`src/hdl/ibt_pkg.sv`:
```
// ----------------------------------------------------------------------------
// ibt_pkg: shared types and constants of the in-place butterfly transform
// Store geometry, field widths, action and mode codes, and the transaction
// and internal control structs used by more than one file.
// ----------------------------------------------------------------------------
package ibt_pkg;

  // Store geometry
  localparam int LOG2_DEPTH = 10;
  localparam int DEPTH      = 1 << LOG2_DEPTH;
  localparam int ADDR_W     = LOG2_DEPTH;
  localparam int PAIR_W     = (LOG2_DEPTH > 1) ? LOG2_DEPTH - 1 : 1;
  localparam int STAGE_W    = $clog2(LOG2_DEPTH + 1);

  // Field widths
  localparam int WORD_W      = 32;
  localparam int ACTION_W    = 2;
  localparam int INDEX_W     = 10;
  localparam int MODE_W      = 2;
  localparam int LOG2_SIZE_W = 4;
  localparam int CFG_INDEX_W = 1;
  localparam int CFG_DATA_W  = 4;

  // Action codes
  localparam logic [ACTION_W-1:0] ACT_WRITE     = 2'd0;
  localparam logic [ACTION_W-1:0] ACT_TRANSFORM = 2'd1;
  localparam logic [ACTION_W-1:0] ACT_READ      = 2'd2;

  // Mode codes
  localparam logic [MODE_W-1:0] MODE_WHT    = 2'd0;
  localparam logic [MODE_W-1:0] MODE_ZETA   = 2'd1;
  localparam logic [MODE_W-1:0] MODE_MOBIUS = 2'd2;
  localparam logic [MODE_W-1:0] MODE_XOR    = 2'd3;

  // Configuration register indexes
  localparam logic [CFG_INDEX_W-1:0] CFG_MODE      = 1'd0;
  localparam logic [CFG_INDEX_W-1:0] CFG_LOG2_SIZE = 1'd1;

  typedef struct packed {
    logic [ACTION_W-1:0] action;
    logic [INDEX_W-1:0]  index;
    logic [WORD_W-1:0]   value;
  } in_item_t;

  typedef struct packed {
    logic [WORD_W-1:0] read_value;
    logic              finished;
  } out_item_t;

  // Butterfly operand addresses from the address generator
  typedef struct packed {
    logic [ADDR_W-1:0] top;
    logic [ADDR_W-1:0] bot;
    logic              last;
  } addr_pair_t;

  // Butterfly results
  typedef struct packed {
    logic [WORD_W-1:0] top;
    logic [WORD_W-1:0] bot;
  } bf_res_t;

endpackage

```
`src/hdl/ibt_bfly.sv`:
```
// ----------------------------------------------------------------------------
// ibt_bfly: shared radix-2 butterfly unit
// Combines one operand pair according to the transform mode; all arithmetic
// wraps modulo 2^32.
// ----------------------------------------------------------------------------
module ibt_bfly (
  input  logic [ibt_pkg::MODE_W-1:0] mode,
  input  logic [ibt_pkg::WORD_W-1:0] a,
  input  logic [ibt_pkg::WORD_W-1:0] b,
  output ibt_pkg::bf_res_t           res
);
  import ibt_pkg::*;

  always_comb begin
    res.top = a;
    case (mode)
      MODE_WHT: begin
        res.top = a + b;
        res.bot = a - b;
      end
      MODE_ZETA: begin
        res.bot = a + b;
      end
      MODE_MOBIUS: begin
        res.bot = b - a;
      end
      default: begin
        res.bot = a ^ b;
      end
    endcase
  end

endmodule

```
`config.mk`:
```
export PLATFORM = sky130hd
export DESIGN_NAME = ibt_bfly
export DESIGN_NICKNAME = d
export VERILOG_FILES = /design/src/hdl/ibt_pkg.sv /design/src/hdl/ibt_bfly.sv
export SDC_FILE = /design/constraint.sdc
export NUM_CORES = 1
export LEC_CHECK = 0
export ABC_AREA = 0
export BUFFER_PORTS_ARGS = -buffer_cell sky130_fd_sc_hd__buf_2
export CORE_UTILIZATION = 60
export DETAILED_ROUTE_END_ITERATION = 10
export PLACE_DENSITY = 0.87
export SYNTH_ARGS = -nofsm -noshare
export SYNTH_HDL_FRONTEND = slang
export SYNTH_SLANG_ARGS = --single-unit
```
`constraint.sdc`:
```
create_clock -name vclk -period 6.9
set_clock_uncertainty 0.05 [all_clocks]
set_input_delay 1.035 -clock vclk [all_inputs]
set_output_delay 1.035 -clock vclk [all_outputs]
set_load 0.05 [all_outputs]
```
==> results of run 1 <==
==> worst min-delay path by stage <==
stage              end  slack [ns]  cells after the start
6_report       res[63]        2.39                      3
5_1_grt        res[63]        2.40                      3
4_1_cts        res[63]        2.39                      3
3_5_place_dp   res[63]        2.39                      3
3_3_place_gp   res[63]        2.39                      3
2_1_floorplan  res[50]        2.30                      2
==> layout by cell type (no fill, tap or decap), types with 4 or more instances in the layout <==
master	instances
buf_2	130
a21oi_1	101
inv_1	95
nor2_1	95
ha_1	94
nand2_1	83
o21ai_0	64
xnor2_1	50
nor3_1	23
o21bai_1	17
o21ai_1	16
a21o_1	16
o21a_1	15
a211oi_1	14
nor2b_1	13
nand4_1	13
a31oi_1	12
o211ai_1	11
o22ai_1	11
nand3_1	10
xor2_1	8
o31ai_1	7
a211oi_2	7
nor4_1	6
nand2b_1	6
mux2i_1	5
o2111ai_1	4
==> area by class of cell <==
type	instances	area share [%]
timing repair buffer	133	10.3
multi-input combinational	775	81.5
inverter	100	5.74
tap	129	2.47
==> tightest hold or removal path: cells and delay by family <==
kind	cells	cell delay, ns
buf+inv	2	0.30
xor+xnor	1	0.06
==> power groups by stage <==
stage / Sequential, mW / Clock, mW / Combinational, mW
after detailed placement: 0 / 0 / 0.840
final: 0 / 0 / 0.864
after global routing: 0 / 0 / 0.920
after floorplan: 0 / 0 / 0.645
after CTS: 0 / 0 / 0.845
after global placement: 0 / 0 / 0.840
==> per-stage QoR <==
step	total power, mW	instance area, µm²	cells	util, %	hold WS (ns)
detailed placement	0.840	6530	1137	69.7	2.39
global route	0.920	6530	1137	69.7	2.40
CTS	0.845	6530	1137	69.7	2.39
finish	0.864	6530	1137	69.7	2.39
global placement	0.840	6530	1137	69.7	2.39
floorplan	0.645	5910	924	-	2.30
==> logic make-up (layout without fill, tap and decap cells) <==
| kind of cell | count (synthesis) | in the layout | share of synthesized area [%] |
|---|---|---|---|
| xor gates and xnor gates | 58 | 58 | 8.59 |
| and+or+nand+nor | 267 | 267 | 20.6 |
| muxes | 7 | 7 | 1.42 |
| AOI/OAI and AO/OA | 346 | 346 | 38.5 |
| buffers and inverters | 149 | 233 | 9.97 |
| adders and majority gates | 97 | 97 | 20.9 |
==> metal layers <==
| layer | GRT usage (%) | routed length (µm) | share of wire (%) |
|---|---|---|---|
| met5 | 0 | 0 | 0 |
| met4 | 9.03 | 363 | 1.8 |
| met3 | 3.66 | 2380 | 12 |
| met2 | 64.1 | 8880 | 43 |
| met1 | 56.1 | 8860 | 43 |
==> flow_summary_export.csv, run 1 <==
group,metric,value,unit
cts,cts_resized,0,
power_and_ir_drop,combPwrFrac,100.0,%
die,rows,35,
global_routing,grt_pass1_vias,6769,
timing,worst_pin_slew,1.17,ns
routing,vias,7318,
global_routing,grt_overflow,0,
synth,synth.most_common_cell,"a21oi_1",
power_and_ir_drop,p_seq_share,0,%
synth,ys_seq_area_share,0,%
timing,slew_violations,0,
power_and_ir_drop,p_per_area,132,nW/µm²
synth,yosys-top-cells-area,"ha_1 20%, a21oi_1 8.6%, xnor2_1 7.4%",
routing,wl_per_cell,18.0,µm
placement,dp_hpwl,16300,µm
placement,port_buffers,130,
timing,hold_violations,0,
synth,netlist_instances,924,
power_and_ir_drop,clkPwrFrac,0,%
worst_hold_path,hold_class,"input port to output port",
synth,syn-cell-area,5910,µm²
worst_setup_path,endpoint,"res[28]",
worst_setup_path,path_delay_family,"compound AO/OA/AOI/OAI gates",
routing,via_per_inst,6.44,
worst_setup_path,critPathCaptureType,"output port",
synth,avgSynthCellArea,6.40,µm²
placement,pre_cts_ws,1.61,ns
timing,post-route-period-util,78.3,%
final_layout,area_growth,10.5,%
routing,drt_pre_antenna_iters,6,
worst_setup_path,required,5.81,ns
global_routing,grt_use_total,39.5,%
die,core,9370,µm²
global_routing,antenna_found_initial,0,
final_layout,final_layout_size_suffix_gt1_share,16.1,%
global_routing,grt_first_pass_wirelength,32900,µm
timing,worst_slack,1.50,ns
timing,rsz0062_at_grt,"false",
timing,setup-tns-final,0,ns
worst_setup_path,cpPeakStageDelay,0.57,ns
power_and_ir_drop,p_int,0.253,mW
power_and_ir_drop,switching_share,70.7,%
cts,cts_setup_buffers,0,
synth,yosysTopAreaCellShare,19.9,%
worst_setup_path,worstSetupPathType,"input port to output port",
timing,timing.final.crit_period,5.40,ns
worst_setup_path,cp.depth,13,
placement,gp_congestion,1.02,
final_layout,design.seq.count,0,
worst_setup_path,crit_buf_inv,4,
synth,yosysTopAreaCell,"ha_1",
worst_hold_path,hp-start,"a[31]",
die,die_w,101,µm
final_layout,insertedDiodeCount,0,
final_layout,seqCellArea,0,µm²
die,start_util,63.1,%
worst_setup_path,cp_slowest_cell,"o31ai_1",
worst_setup_path,critPathLaunch,"a[7]",
die,dieArea,10300,µm²
cts,hold_buffers,0,
worst_setup_path,critical_path_arrival,4.32,ns
routing,ant_nets,0,
worst_setup_path,cp_max_fo,12,
synth,ys_top_cells_by_count,"101 x a21oi_1, 95 x inv_1, 95 x nor2_1, 94 x ha_1, 84 x nand2_1",
global_routing,grt_max_degree,40,
power_and_ir_drop,peakVddDrop,0.0000909,V
synth,synth_fp_nets,1087,
worst_setup_path,crit_chain,"buf_2 -> inv_1 -> ha_1 -> inv_1 -> a21oi_1 -> o31ai_1 -> o2111ai_2 -> a21oi_2 -> nor2_1 -> o31ai_1 -> a22oi_1 -> xor2_1 -> buf_2",
power_and_ir_drop,p_sw,0.611,mW
final_layout,multiInputGateArea,5320,µm²
routing,drt_iter0_drc,939,
timing,fmax,0.185,GHz
final_layout,clkbuf_count,0,
synth,synth.distinct_cells,77,
routing,wirelength,20500,µm
timing,setup_violations,0,
final_layout,fillCellCount,901,
status,status,"finished clean",
synth,yosys_warnings,0,
final_layout,nets,1173,
die,die_y,101,µm
routing,drcViolationCount,0,
timing,relSlewSlack,21.5,%
power_and_ir_drop,leakage,3.12,nW
run,cap_violations,0,
die,num_io_pins,130,
worst_setup_path,crit_path_start_kind,"input port",
(Power assumes the default switching activity.)
==> run 2: changes to the inputs <==
--- a/config.mk
+++ b/config.mk
@@ -7,9 +7,9 @@
 export LEC_CHECK = 0
 export ABC_AREA = 0
 export BUFFER_PORTS_ARGS = -buffer_cell sky130_fd_sc_hd__buf_2
-export CORE_UTILIZATION = 60
+export CORE_UTILIZATION = 53
 export DETAILED_ROUTE_END_ITERATION = 10
-export PLACE_DENSITY = 0.87
+export PLACE_DENSITY = 0.81
 export SYNTH_ARGS = -nofsm -noshare
 export SYNTH_HDL_FRONTEND = slang
 export SYNTH_SLANG_ARGS = --single-unit
==> constraint.sdc (replaced) <==
create_clock -name vclk -period 4.8
set_clock_uncertainty 0.05 [all_clocks]
set_input_delay 0.72 -clock vclk [all_inputs]
set_output_delay 0.72 -clock vclk [all_outputs]
set_load 0.05 [all_outputs]
==> flow_summary_export.csv, run 2 (synthesis results as in run 1) <==
group,metric,value,unit
final_layout,final_layout_size_suffix_gt1_share,18.1,%
power_and_ir_drop,switching_share,69.6,%
routing,vias,7325,
final_layout,insertedDiodeCount,0,
timing,worst_slack,0.184,ns
worst_setup_path,crit_path_start_kind,"input port",
timing,relSlewSlack,55.7,%
die,die_y,108,µm
timing,setup_violations,0,
timing,timing.hold.ws,1.75,ns
final_layout,clkbuf_count,0,
global_routing,grt_pass1_vias,6635,
timing,setup-tns-final,0,ns
power_and_ir_drop,p_seq_share,0,%
timing,timing.final.crit_period,4.62,ns
die,dieArea,11600,µm²
die,die_w,108,µm
routing,ant_nets,0,
worst_setup_path,cp_slowest_cell,"ha_1",
worst_setup_path,cp_max_fo,9,
timing,slew_violations,0,
status,status,"finished clean",
global_routing,grt_use_total,35.3,%
power_and_ir_drop,combPwrFrac,100.0,%
die,core,10800,µm²
timing,hold_violations,0,
placement,port_buffers,130,
final_layout,nets,1198,
final_layout,fin_util,62.1,%
worst_setup_path,critPathLaunch,"a[4]",
power_and_ir_drop,p_sw,0.881,mW
final_layout,final_cell_mix,"130 x buf_2, 101 x a21oi_1, 95 x inv_1, 95 x nor2_1, 94 x ha_1",
global_routing,grt_max_degree,24,
timing,worst_pin_slew,0.659,ns
final_layout,final_common_cell,"buf_2",
global_routing,grt_overflow,0,
worst_setup_path,cp.depth,12,
cts,cts_setup_buffers,0,
final_layout,seqCellArea,0,µm²
die,rows,38,
routing,wl_per_cell,17.7,µm
die,start_util,54.5,%
placement,gp_congestion,1.01,
worst_setup_path,crit_buf_inv,4,
worst_setup_path,worstSetupPathType,"input port to output port",
global_routing,antenna_found_initial,0,
worst_setup_path,critical_path_arrival,3.85,ns
run,cap_violations,0,
worst_hold_path,hp-start,"a[31]",
worst_setup_path,cpPeakStageDelay,0.48,ns
routing,drt_pre_antenna_iters,6,
worst_setup_path,critPathCaptureType,"output port",
power_and_ir_drop,total_power,1.27,mW
power_and_ir_drop,p_per_area,188,nW/µm²
timing,rsz0062_at_grt,"false",
routing,wirelength,20800,µm
placement,pre_cts_ws,0.249,ns
routing,drt_iter0_drc,582,
timing,fmax,0.217,GHz
worst_setup_path,required,4.03,ns
global_routing,grt_first_pass_wirelength,33200,µm
cts,cts_resized,0,
placement,dp_hpwl,16900,µm
cts,hold_buffers,0,
worst_hold_path,whs_path_depth,3,
routing,via_per_inst,6.24,
die,num_io_pins,130,
timing,post-route-period-util,96.2,%
power_and_ir_drop,peakVddDrop,0.000106,V
routing,drcViolationCount,0,
power_and_ir_drop,p_int,0.384,mW
final_layout,design.seq.count,0,
worst_hold_path,hold_class,"input port to output port",
final_layout,area_growth,14.0,%
power_and_ir_drop,leakage,3.24,nW
worst_setup_path,path_delay_family,"compound AO/OA/AOI/OAI gates",
power_and_ir_drop,clkPwrFrac,0,%
worst_setup_path,crit_chain,"buf_2 -> inv_1 -> ha_1 -> inv_1 -> a221oi_2 -> nand4_1 -> a21oi_1 -> o31ai_2 -> o41ai_2 -> a2bb2oi_1 -> xnor2_1 -> buf_2",
## run 2: cell count changes in the layout (fill, tap and decap cells not counted), sizes merged
cell	delta
buf	+25
## run 2: layout make-up
class / instances / area [µm²]
fillers: 1101 / 4110
well taps: 140 / 175
inverters: 100 / 375
repair buffers: 158 / 861
multi-input cells: 775 / 5320
## run 2: final timing paths
path              endpoint  slack (ns)
hold / removal     res[63]        1.75
setup / recovery   res[29]        0.18
## run 2: metrics by stage
stage	instance area [µm²]	cells
final	6740	1173
after global routing	6740	1173
after CTS	6740	1173
after detailed placement	6740	1173
after global placement	6740	1173
after floorplan	5910	924
## run 2: per-layer routing
layer / wire length, µm / GRT usage [%] / share of wire [%]
met1: 8960 / 49.7 / 43
met2: 9240 / 56.2 / 44
met3: 2170 / 4.60 / 10
met4: 423 / 8.71 / 2.0
met5: 0 / 0 / 0
## run 2: power groups by stage
stage                     clock network (mW)  registers [mW]  logic, mW
after floorplan                            0               0      0.927
after global placement                     0               0       1.24
after detailed placement                   0               0       1.24
after CTS                                  0               0       1.24
after global routing                       0               0       1.35
final                                      0               0       1.27
