$ cat config.mk
export PLATFORM = sky130hd
export DESIGN_NAME = ibt_agu
export DESIGN_NICKNAME = d
export VERILOG_FILES = /design/src/hdl/ibt_pkg.sv /design/src/hdl/ibt_agu.sv
export SDC_FILE = /design/constraint.sdc
export NUM_CORES = 1
export LEC_CHECK = 0
export ABC_AREA = 1
export BUFFER_PORTS_ARGS = -buffer_cell sky130_fd_sc_hd__buf_4
export CAP_MARGIN = 20
export CORE_UTILIZATION = 45
export DETAILED_ROUTE_END_ITERATION = 10
export GPL_TIMING_DRIVEN = 0
export PLACE_DENSITY = 0.66
export SLEW_MARGIN = 25
export SYNTH_ARGS = -nofsm -noshare
export SYNTH_HDL_FRONTEND = slang
export SYNTH_SLANG_ARGS = --single-unit
$ cat constraint.sdc
create_clock -name clk -period 7.1 [get_ports clk]
set_input_delay 0.71 -clock clk [delete_from_list [all_inputs] [get_ports clk]]
set_output_delay 0.71 -clock clk [all_outputs]
set_load 0.05 [all_outputs]
$ cat src/hdl/ibt_pkg.sv
// ----------------------------------------------------------------------------
// ibt_pkg: shared types and constants of the in-place butterfly transform
// Store geometry, field widths, action and mode codes, and the transaction
// and internal control structs used by more than one file.
// ----------------------------------------------------------------------------
package ibt_pkg;

  // Store geometry
  localparam int LOG2_DEPTH = 10;
  localparam int DEPTH      = 1 << LOG2_DEPTH;
  localparam int ADDR_W     = LOG2_DEPTH;
  localparam int PAIR_W     = (LOG2_DEPTH > 1) ? LOG2_DEPTH - 1 : 1;
  localparam int STAGE_W    = $clog2(LOG2_DEPTH + 1);

  // Field widths
  localparam int WORD_W      = 32;
  localparam int ACTION_W    = 2;
  localparam int INDEX_W     = 10;
  localparam int MODE_W      = 2;
  localparam int LOG2_SIZE_W = 4;
  localparam int CFG_INDEX_W = 1;
  localparam int CFG_DATA_W  = 4;

  // Action codes
  localparam logic [ACTION_W-1:0] ACT_WRITE     = 2'd0;
  localparam logic [ACTION_W-1:0] ACT_TRANSFORM = 2'd1;
  localparam logic [ACTION_W-1:0] ACT_READ      = 2'd2;

  // Mode codes
  localparam logic [MODE_W-1:0] MODE_WHT    = 2'd0;
  localparam logic [MODE_W-1:0] MODE_ZETA   = 2'd1;
  localparam logic [MODE_W-1:0] MODE_MOBIUS = 2'd2;
  localparam logic [MODE_W-1:0] MODE_XOR    = 2'd3;

  // Configuration register indexes
  localparam logic [CFG_INDEX_W-1:0] CFG_MODE      = 1'd0;
  localparam logic [CFG_INDEX_W-1:0] CFG_LOG2_SIZE = 1'd1;

  typedef struct packed {
    logic [ACTION_W-1:0] action;
    logic [INDEX_W-1:0]  index;
    logic [WORD_W-1:0]   value;
  } in_item_t;

  typedef struct packed {
    logic [WORD_W-1:0] read_value;
    logic              finished;
  } out_item_t;

  // Butterfly operand addresses from the address generator
  typedef struct packed {
    logic [ADDR_W-1:0] top;
    logic [ADDR_W-1:0] bot;
    logic              last;
  } addr_pair_t;

  // Butterfly results
  typedef struct packed {
    logic [WORD_W-1:0] top;
    logic [WORD_W-1:0] bot;
  } bf_res_t;

endpackage

$ cat src/hdl/ibt_agu.sv
// ----------------------------------------------------------------------------
// ibt_agu: butterfly address generator
// Walks stage by stage and pair by pair; the top address is the pair count
// with a zero inserted at the stage bit, the bottom address sets that bit.
// ----------------------------------------------------------------------------
module ibt_agu (
  input  logic                        clk,
  input  logic                        rst,
  input  logic                        start,
  input  logic                        step,
  input  logic [ibt_pkg::STAGE_W-1:0] stages,
  output ibt_pkg::addr_pair_t         pair
);
  import ibt_pkg::*;

  logic [STAGE_W-1:0] stage;
  logic [PAIR_W-1:0]  pair_idx;
  logic [ADDR_W-1:0]  idx_ext;
  logic [ADDR_W-1:0]  low_mask;
  logic [ADDR_W-1:0]  last_idx;
  logic               last_pair;
  logic               last_stage;

  always_comb begin
    idx_ext    = ADDR_W'(pair_idx);
    low_mask   = (ADDR_W'(1) << stage) - ADDR_W'(1);
    last_idx   = (ADDR_W'(1) << (stages - STAGE_W'(1))) - ADDR_W'(1);
    last_pair  = (idx_ext == last_idx);
    last_stage = (stage == stages - STAGE_W'(1));
    pair.top   = ((idx_ext & ~low_mask) << 1) | (idx_ext & low_mask);
    pair.bot   = pair.top | (ADDR_W'(1) << stage);
    pair.last  = last_pair && last_stage;
  end

  always_ff @(posedge clk) begin
    if (rst || start) begin
      stage    <= '0;
      pair_idx <= '0;
    end else if (step) begin
      if (last_pair) begin
        pair_idx <= '0;
        stage    <= stage + STAGE_W'(1);
      end else begin
        pair_idx <= pair_idx + PAIR_W'(1);
      end
    end
  end

  // Top and bottom of a butterfly in progress differ in exactly the stage bit
  a_pair_split: assert property (@(posedge clk) disable iff (rst)
    step |-> $onehot(pair.top ^ pair.bot))
    else $error("butterfly addresses do not differ in one bit");

  // Top always has the stage bit clear
  a_top_clear: assert property (@(posedge clk) disable iff (rst)
    ((pair.top & pair.bot) == pair.top))
    else $error("top address carries bits the bottom lacks");

  // A restart always begins at the first pair of the first stage
  a_restart: assert property (@(posedge clk) disable iff (rst)
    start |=> (pair.top == '0))
    else $error("address generator did not restart at zero");

endmodule

==> flow_metrics.env, run 1 <==
export IMPL_ys_ff_latch=13
export IMPL_routed_wl_um=4830
export IMPL_avgSynthCellArea_um2=5.88
export IMPL_yosysMostFrequentCell="nand2_1"
export IMPL_yosysSeqAreaShare=0.139
export IMPL_setup_viol=0
export IMPL_path_delay_family="simple AND/OR/NAND/NOR gates"
export IMPL_p_per_area_nw_per_um2=96.3
export IMPL_cts_max_path_buffers=2
export IMPL_htreeDepth=1
export IMPL_grt_pass1_vias=1858
export IMPL_clockRootBuffer="clkbuf_8"
export IMPL_finalHoldViolCount=0
export IMPL_die_area_um2=4430
export IMPL_peakVddDrop_uv=65.4
export IMPL_drc_errors=0
export IMPL_cts_sinks=13
export IMPL_antenna_found_initial=0
export IMPL_worstHoldPathType="flop to flop"
export IMPL_rr_worst_depth=6
export IMPL_synthFlopType="dfxtp_1"
export IMPL_vias_per_cell=5.06
export IMPL_synth_top_area_frac=0.190
export IMPL_syn_cell_area_um2=1870
export IMPL_cts_resized=0
export IMPL_grt_setup_unrepaired="false"
export IMPL_start_util=0.469
export IMPL_fin_skew_ns=0.00164
export IMPL_hold_end="pair_idx[0]"
export IMPL_status="finished clean"
export IMPL_dr_pass1_iters=4
export IMPL_dp_hpwl_um=4100
export IMPL_synthToLayoutAreaGrowth_pct=16.6
export IMPL_cp_cell_sequence="buf_4 -> inv_1 -> ha_1 -> inv_1 -> nand2_1 -> nand2_2 -> nor2_4 -> nand2_4 -> ha_1 -> xnor2_1 -> a21oi_2 -> o211ai_1 -> nor2_1 -> nand2_1 -> nor3_1 -> buf_4"
export IMPL_cp_arrival_ns=3.11
export IMPL_rows=23
export IMPL_grt_ovfl_total=0
export IMPL_synth_area_leader_cell="nand2_1"
export IMPL_crit_buf_inv=4
export IMPL_syn_inst=319
export IMPL_yosys_top_cells_area="nand2_1 (19%), dfxtp_1 (14%), inv_1 (10%), ha_1 (9.3%), nand3_1 (6.4%)"
export IMPL_grt_max_degree=11
export IMPL_drive_above_1_share=0.209
export IMPL_cts_hold_buf=0
export IMPL_nNetsFinal=373
export IMPL_synth_distinct_cells=32
export IMPL_endpoint_kind="output port"
export IMPL_worst_slew_pin_slew_ns=0.466
export IMPL_fin_crit_sh=0.537
export IMPL_drtIter0Drc=103
export IMPL_p_leak_nw=1.13
export IMPL_cp_max_fo=7
export IMPL_clkLatencyLatePin_ns=0.25
export IMPL_synth_net_count=341
export IMPL_num_vias=2023
export IMPL_post_cts_buffers=0
export IMPL_holdCritStartpoint="pair_idx[0]"
export IMPL_grtUsageTotal=0.247
export IMPL_slowest_stage="ha_1"
export IMPL_place_congestion=0.951
export IMPL_rrSetupSlack_ns=5.34
export IMPL_port_buffers=27
export IMPL_n_antenna_cell=0
export IMPL_synth_commonest_cells="nand2_1 (95), inv_1 (51), nor2_1 (28)"
export IMPL_synth_async_reset_ratio=0
export IMPL_cts_buffers_inserted=3
export IMPL_io_pins=29
export IMPL_slew_violations=0
export IMPL_clk_pin_slew_ns=0.06
export IMPL_slew_headroom=0.686
export IMPL_ant_nets=0
export IMPL_finalSetupTns_ns=0
export IMPL_critical_path_max_stage_delay_ns=0.34
export IMPL_die_h_um=66.5
export IMPL_holdPathStages=2
export IMPL_fin_crit_ns=3.82
export IMPL_r2r_end="pair_idx[7]"
export IMPL_path_class="input port to output port"
export IMPL_grt_pass1_wl_um=8270
export IMPL_wl_per_cell_um=12.1
export IMPL_required_ns=6.39
export IMPL_startpoint_type="input port"
export IMPL_maxClockFrequency_ghz=0.262
export IMPL_core_um2=4000
export IMPL_maxCapViolCount=0
export IMPL_cts_tree="done"
export IMPL_die_w_um=66.5
export IMPL_regToRegStartpoint="pair_idx[0]"
export IMPL_p_total_mw=0.210
export IMPL_fillers=434
export IMPL_synth_edff_count=0
export IMPL_yosysWarnings=0
-- flip-flops by register name, summed over array words and instances (netlist names) --
register,cells
stage,4
pair_idx,9
-- cell usage in the layout, fill, tap and decap left out, types with 7 or more instances in the layout --
| cell | n |
|---|---|
| a21oi_1 | 8 |
| buf_4 | 27 |
| dfxtp_1 | 13 |
| ha_1 | 14 |
| inv_1 | 51 |
| nand2_1 | 95 |
| nand3_1 | 24 |
| nand4_1 | 7 |
| nor2_1 | 28 |
| nor2_2 | 7 |
| xor2_1 | 12 |
-- area by class of cell --
type	count	area (µm²)	area share
inverter	57	214	0.0979
multi-input combinational	246	1380	0.631
tap	50	62.6	0.0286
clock buffer	4	45.0	0.0206
sequential	13	260	0.119
timing repair buffer	27	203	0.0928
buffer	3	21.3	0.00974
-- kinds of logic after synthesis --
family | after synthesis | share of synthesized area
DFF | 13 | 0.139
xor gates and xnor gates | 14 | 0.0654
and+or+nand+nor | 189 | 0.480
buffers and inverters | 60 | 0.125
AOI/OAI and AO/OA | 29 | 0.0968
adders and majority gates | 14 | 0.0935
-- routing by layer --
layer	vias to the layer above	share of wire	global-route usage	wire length, µm
li1	1062	-	-	-
met1	902	0.46	0.312	2200
met2	52	0.47	0.435	2280
met3	7	0.053	0.0274	258
met4	0	0.018	0.0771	87
met5	-	0	0	0
-- how the worst max path moves through the flow --
stage	startpoint	end	cells past startpoint
floorplan	stages[0]	pair[0]	14
global placement	stages[0]	pair[0]	16
detailed placement	stages[0]	pair[0]	16
finish	stages[0]	pair[0]	16
global route	stages[0]	pair[0]	16
CTS	stages[0]	pair[0]	16
-- through the flow --
step / area, µm² / std cells / hold WS [ns] / setup slack (ns) / utilization
finish: 2180 / 400 / 0.516 / 3.28 / 0.546
global route: 2180 / 400 / 0.537 / 3.09 / 0.546
CTS: 2180 / 400 / 0.514 / 3.28 / 0.546
detailed placement: 2140 / 396 / 0.505 / 3.29 / 0.535
global placement: 2140 / 396 / 0.504 / 3.34 / 0.535
floorplan: 1870 / 319 / 0.470 / 3.03 / -
-- worst register-to-register path: cells and delay by family (launching register included) --
| family | cells | cell delay [ns] |
|---|---|---|
| XOR/XNOR | 1 | 0.17 |
| buffers and inverters | 1 | 0.15 |
| flip-flops | 1 | 0.39 |
| AND/OR/NAND/NOR | 4 | 0.95 |
-- power by group --
part | internal [mW] | switching [mW]
logic | 0.0212 | 0.0456
registers | 0.0733 | 0.000457
clock network | 0.0398 | 0.0300
Note: power is estimated with default switching activity, not from simulation.
==> run 2, diff against run 1 <==
--- a/config.mk
+++ b/config.mk
@@ -11,7 +11,7 @@
 export CORE_UTILIZATION = 45
 export DETAILED_ROUTE_END_ITERATION = 10
 export GPL_TIMING_DRIVEN = 0
-export PLACE_DENSITY = 0.66
+export PLACE_DENSITY = 0.68
 export SLEW_MARGIN = 25
 export SYNTH_ARGS = -nofsm -noshare
 export SYNTH_HDL_FRONTEND = slang
==> constraint.sdc (replaced) <==
create_clock -name clk -period 3.1 [get_ports clk]
set_input_delay 0.31 -clock clk [delete_from_list [all_inputs] [get_ports clk]]
set_output_delay 0.31 -clock clk [all_outputs]
set_load 0.05 [all_outputs]
==> flow_metrics.env, run 2 (synthesis gave the netlist of run 1 again) <==
export IMPL_p_per_area_nw_per_um2=214
export IMPL_path_class="flop to output port"
export IMPL_cts_max_path_buffers=2
export IMPL_grtUsageTotal=0.232
export IMPL_cp_max_fo=6
export IMPL_slew_headroom=0.688
export IMPL_instances_no_fill=401
export IMPL_finalHoldViolCount=0
export IMPL_clk_pin_slew_ns=0.06
export IMPL_dr_pass1_iters=4
export IMPL_vias_per_cell=5.00
export IMPL_crit_buf_inv=5
export IMPL_cts_tree="done"
export IMPL_path_delay_family="simple AND/OR/NAND/NOR gates"
export IMPL_hold_end="stage[2]"
export IMPL_placedInstanceArea_um2=2140
export IMPL_cp_cell_sequence="inv_1 -> ha_1 -> inv_1 -> nor2_1 -> inv_2 -> ha_1 -> nand4_1 -> nand3b_1 -> xor2_2 -> nand2_1 -> o21ai_1 -> inv_1 -> nand2_1 -> buf_4"
export IMPL_largest_register_ffs=9
export IMPL_pre_cts_ws_ns=0.131
export IMPL_drc_errors=0
export IMPL_port_buffers=27
export IMPL_critical_path_max_stage_delay_ns=0.43
export IMPL_endpoint_kind="output port"
export IMPL_whs_ns=0.382
export IMPL_die_area_um2=4430
export IMPL_fin_crit_sh=0.939
export IMPL_maxCapViolCount=0
export IMPL_grt_pass1_vias=1787
export IMPL_clockRootBuffer="clkbuf_8"
export IMPL_fin_skew_ns=0.00108
export IMPL_htreeDepth=1
export IMPL_setup_viol=0
export IMPL_routed_wl_um=4640
export IMPL_nNetsFinal=374
export IMPL_required_ns=2.79
export IMPL_rows=23
export IMPL_holdPathStages=4
export IMPL_antenna_found_initial=0
export IMPL_holdCritStartpoint="rst"
export IMPL_fillers=404
export IMPL_fin_crit_ns=2.91
export IMPL_top_register="pair_idx"
export IMPL_place_congestion=1.00
export IMPL_grt_max_degree=11
export IMPL_synthToLayoutAreaGrowth_pct=18.4
export IMPL_dp_hpwl_um=3990
export IMPL_slowest_stage="dfxtp_1"
export IMPL_cts_buffers_inserted=3
export IMPL_drive_above_1_share=0.222
export IMPL_clkLatencyLatePin_ns=0.24
export IMPL_p_leak_nw=1.13
export IMPL_wl_per_cell_um=11.6
export IMPL_worst_slew_pin_slew_ns=0.465
export IMPL_layout_commonest_cell="nand2_1"
export IMPL_design_area_um2=2220
export IMPL_dp_cells=396
export IMPL_rrSetupSlack_ns=1.41
export IMPL_setup_ws_ns=0.189
export IMPL_maxClockFrequency_ghz=0.344
export IMPL_worstHoldPathType="input port to flop"
export IMPL_io_pins=29
export IMPL_rr_worst_depth=6
export IMPL_num_vias=2004
export IMPL_cts_sinks=13
export IMPL_reg_largest_list="pair_idx: 9 flops, stage: 4 flops"
export IMPL_grt_ovfl_total=0
export IMPL_regToRegStartpoint="pair_idx[0]"
export IMPL_final_cell_mix="nand2_1 (95), inv_1 (50), nor2_1 (28), buf_4 (27), nand3_1 (24)"
export IMPL_ant_nets=0
export IMPL_startpoint_type="flop"
export IMPL_cp_arrival_ns=2.60
export IMPL_die_w_um=66.5
export IMPL_r2r_end="pair_idx[7]"
export IMPL_die_h_um=66.5
export IMPL_status="finished clean"
export IMPL_cts_hold_buf=0
export IMPL_core_um2=4000
export IMPL_drtIter0Drc=89
export IMPL_p_total_mw=0.475
export IMPL_n_antenna_cell=0
export IMPL_grt_pass1_wl_um=7940
export IMPL_start_util=0.469
export IMPL_slew_violations=0
export IMPL_peakVddDrop_uv=213
export IMPL_crit_path_frequent_cell="inv_1"
[run 2: cell types whose count changed in the layout (fill, tap and decap cells not counted), sizes merged]
cell	delta
inv	-1
buf	+1
clkinvlp	+1
[run 2: layout make-up]
cell class / instances / area (µm²) / share of cell area
clock buffer: 4 / 45.0 / 0.0203
multi-input combinational: 246 / 1400 / 0.630
buffer: 3 / 21.3 / 0.00958
timing repair buffer: 28 / 214 / 0.0964
sequential: 13 / 260 / 0.117
inverter: 57 / 218 / 0.0981
tap: 50 / 62.6 / 0.0282
[run 2: worst max-delay path by stage]
stage	startpoint	end	depth (start not counted)
2_1_floorplan	stage[0]	pair[4]	9
3_3_place_gp	stages[0]	pair[0]	16
3_5_place_dp	stages[0]	pair[0]	16
4_1_cts	stages[0]	pair[0]	16
5_1_grt	stage[0]	pair[9]	14
6_report	stage[0]	pair[9]	14
[run 2: per-stage QoR]
stage                      util  TNS, ns
after floorplan               -        0
after global placement    0.536        0
after detailed placement  0.536        0
after CTS                 0.547        0
after global routing      0.555  -0.0142
final                     0.555        0
[run 2: per-layer routing]
layer,global-route usage,share of wire
met1,0.301,0.46
met2,0.408,0.48
met3,0.0240,0.049
met4,0.0532,0.013
met5,0,0
[run 2: power by group]
part	internal (mW)	switching (mW)
Clock	0.0907	0.0615
Sequential	0.168	0.000972
Combinational	0.0496	0.104
[run 2: tightest hold or removal path: cells and delay by family]
| family | cells | cell delay [ns] |
|---|---|---|
| buffers and inverters | 1 | 0.07 |
| and+or+nand+nor | 3 | 0.19 |
[run 2: what timing repair did]
action | in CTS | in global routing
resized for setup | 0 | 5
endpoints found under the setup margin | 0 | 2
buffers inserted | 0 | 1
==> run 3, diff against run 2 <==
==> constraint.sdc (replaced) <==
create_clock -name clk -period 3.1 [get_ports clk]
set_input_delay 0.155 -clock clk [delete_from_list [all_inputs] [get_ports clk]]
set_output_delay 0.155 -clock clk [all_outputs]
set_load 0.05 [all_outputs]
==> flow_metrics.env, run 3 (synthesis gave the netlist of run 1 again) <==
export IMPL_p_leak_nw=1.13
export IMPL_place_congestion=0.986
export IMPL_synthToLayoutAreaGrowth_pct=16.6
export IMPL_grt_setup_unrepaired="false"
export IMPL_clk_pin_slew_ns=0.06
export IMPL_ant_nets=0
export IMPL_cp_arrival_ns=2.62
export IMPL_top_register="pair_idx"
export IMPL_cts_buffers_inserted=3
export IMPL_fillers=444
export IMPL_startpoint_type="flop"
export IMPL_r2r_end="pair_idx[7]"
export IMPL_dr_pass1_iters=4
export IMPL_pre_cts_ws_ns=0.426
export IMPL_largest_register_ffs=9
export IMPL_layout_commonest_cell="nand2_1"
export IMPL_combinationalPowerShare=0.320
export IMPL_port_buffers=27
export IMPL_cp_max_fo=6
export IMPL_rr_worst_depth=6
export IMPL_n_antenna_cell=0
export IMPL_slew_headroom=0.692
export IMPL_drive_above_1_share=0.209
export IMPL_grt_pass1_wl_um=7880
export IMPL_finalSetupTns_ns=0
export IMPL_routed_wl_um=4700
export IMPL_design_area_um2=2180
export IMPL_rrSetupSlack_ns=1.39
export IMPL_cts_resized=0
export IMPL_required_ns=2.94
export IMPL_hold_end="stage[2]"
export IMPL_grt_pass1_vias=1817
export IMPL_grt_ovfl_total=0
export IMPL_endpoint_kind="output port"
export IMPL_wl_per_cell_um=11.8
export IMPL_status="finished clean"
export IMPL_num_vias=2026
export IMPL_reg_largest_list="pair_idx: 9 flops, stage: 4 flops"
export IMPL_antenna_found_initial=0
export IMPL_finalHoldViolCount=0
export IMPL_rows=23
export IMPL_cts_max_path_buffers=2
export IMPL_drtIter0Drc=106
export IMPL_startpoint="stage[0]"
export IMPL_io_pins=29
export IMPL_netSwitchingFraction=0.355
export IMPL_path_class="flop to output port"
export IMPL_final_cell_mix="nand2_1 (95), inv_1 (51), nor2_1 (28), buf_4 (27), nand3_1 (24)"
export IMPL_p_switching_mw=0.169
export IMPL_worst_slew_pin_slew_ns=0.458
export IMPL_dp_hpwl_um=4000
export IMPL_fin_crit_ns=2.77
export IMPL_maxClockFrequency_ghz=0.361
export IMPL_die_h_um=66.5
export IMPL_die_w_um=66.5
export IMPL_clkPwrFrac=0.325
export IMPL_maxCapViolCount=0
export IMPL_die_area_um2=4430
export IMPL_intPower_mw=0.307
export IMPL_peakVddDrop_uv=147
export IMPL_clkLatencyLatePin_ns=0.24
export IMPL_cts_hold_buf=0
export IMPL_setup_ws_ns=0.326
export IMPL_fin_skew_ns=0.00613
export IMPL_post_cts_buffers=0
export IMPL_p_per_area_nw_per_um2=218
export IMPL_holdPathStages=4
export IMPL_setup_viol=0
export IMPL_nNetsFinal=373
export IMPL_fin_crit_sh=0.895
export IMPL_worstHoldPathType="input port to flop"
export IMPL_postLayoutCoreUtil=0.546
export IMPL_holdCritStartpoint="rst"
export IMPL_cts_tree="done"
export IMPL_core_um2=4000
export IMPL_slew_violations=0
export IMPL_start_util=0.469
export IMPL_drc_errors=0
export IMPL_clockRootBuffer="clkbuf_8"
export IMPL_whs_ns=0.211
export IMPL_cts_sinks=13
export IMPL_placedInstanceArea_um2=2140
export IMPL_vias_per_cell=5.07
export IMPL_grtUsageTotal=0.229
export IMPL_regToRegStartpoint="pair_idx[0]"
export IMPL_grt_max_degree=11
export IMPL_share_seq_of_total_power=0.355
export IMPL_htreeDepth=1
==> run 3: metrics by stage <==
| step | power (mW) | instances |
|---|---|---|
| finish | 0.476 | 400 |
| global route | 0.502 | 400 |
| global placement | 0.322 | 396 |
| floorplan | 0.289 | 319 |
| CTS | 0.479 | 400 |
| detailed placement | 0.324 | 396 |
==> run 3: critical path, stage by stage (launching register included) <==
cell	delay [ns]
dfxtp_1	0.43
inv_1	0.13
ha_1	0.26
inv_1	0.10
nor2_1	0.07
inv_2	0.07
ha_1	0.20
nand4_1	0.16
nand3b_1	0.23
xor2_1	0.23
nand2_1	0.08
o21ai_1	0.13
inv_1	0.06
nand2_1	0.05
buf_4	0.19
==> run 3: cell type report <==
class	instances	area (µm²)	share of cell area
plain buffers	3	21.3	0.00974
clock buffers	4	45.0	0.0206
inverters	57	214	0.0979
multi-input cells	246	1380	0.631
flip-flops and latches	13	260	0.119
well taps	50	62.6	0.0286
repair buffers	27	203	0.0928
==> run 3: metal layers <==
metal	up-vias	part of all wire	GRT usage
met3	4	0.048	0.0171
met2	56	0.48	0.409
met4	0	0.0081	0.0532
li1	1063	-	-
met5	-	0	0
met1	903	0.47	0.296
==> run 3: worst max-delay path by stage <==
stage / end / slack, ns / depth (start not counted)
finish: pair[9] / 0.33 / 14
global route: pair[9] / 0.13 / 14
global placement: pair[0] / 0.46 / 16
CTS: pair[9] / 0.38 / 14
detailed placement: stage[1] / 0.43 / 21
floorplan: pair[5] / 0.09 / 10
==> run 3: power by group through the flow <==
stage          clock network, mW  logic (mW)  registers, mW
4_1_cts                    0.158       0.152          0.169
3_5_place_dp                   0       0.152          0.173
6_report                   0.155       0.152          0.169
2_1_floorplan                  0       0.117          0.172
5_1_grt                    0.163       0.170          0.169
3_3_place_gp                   0       0.150          0.173
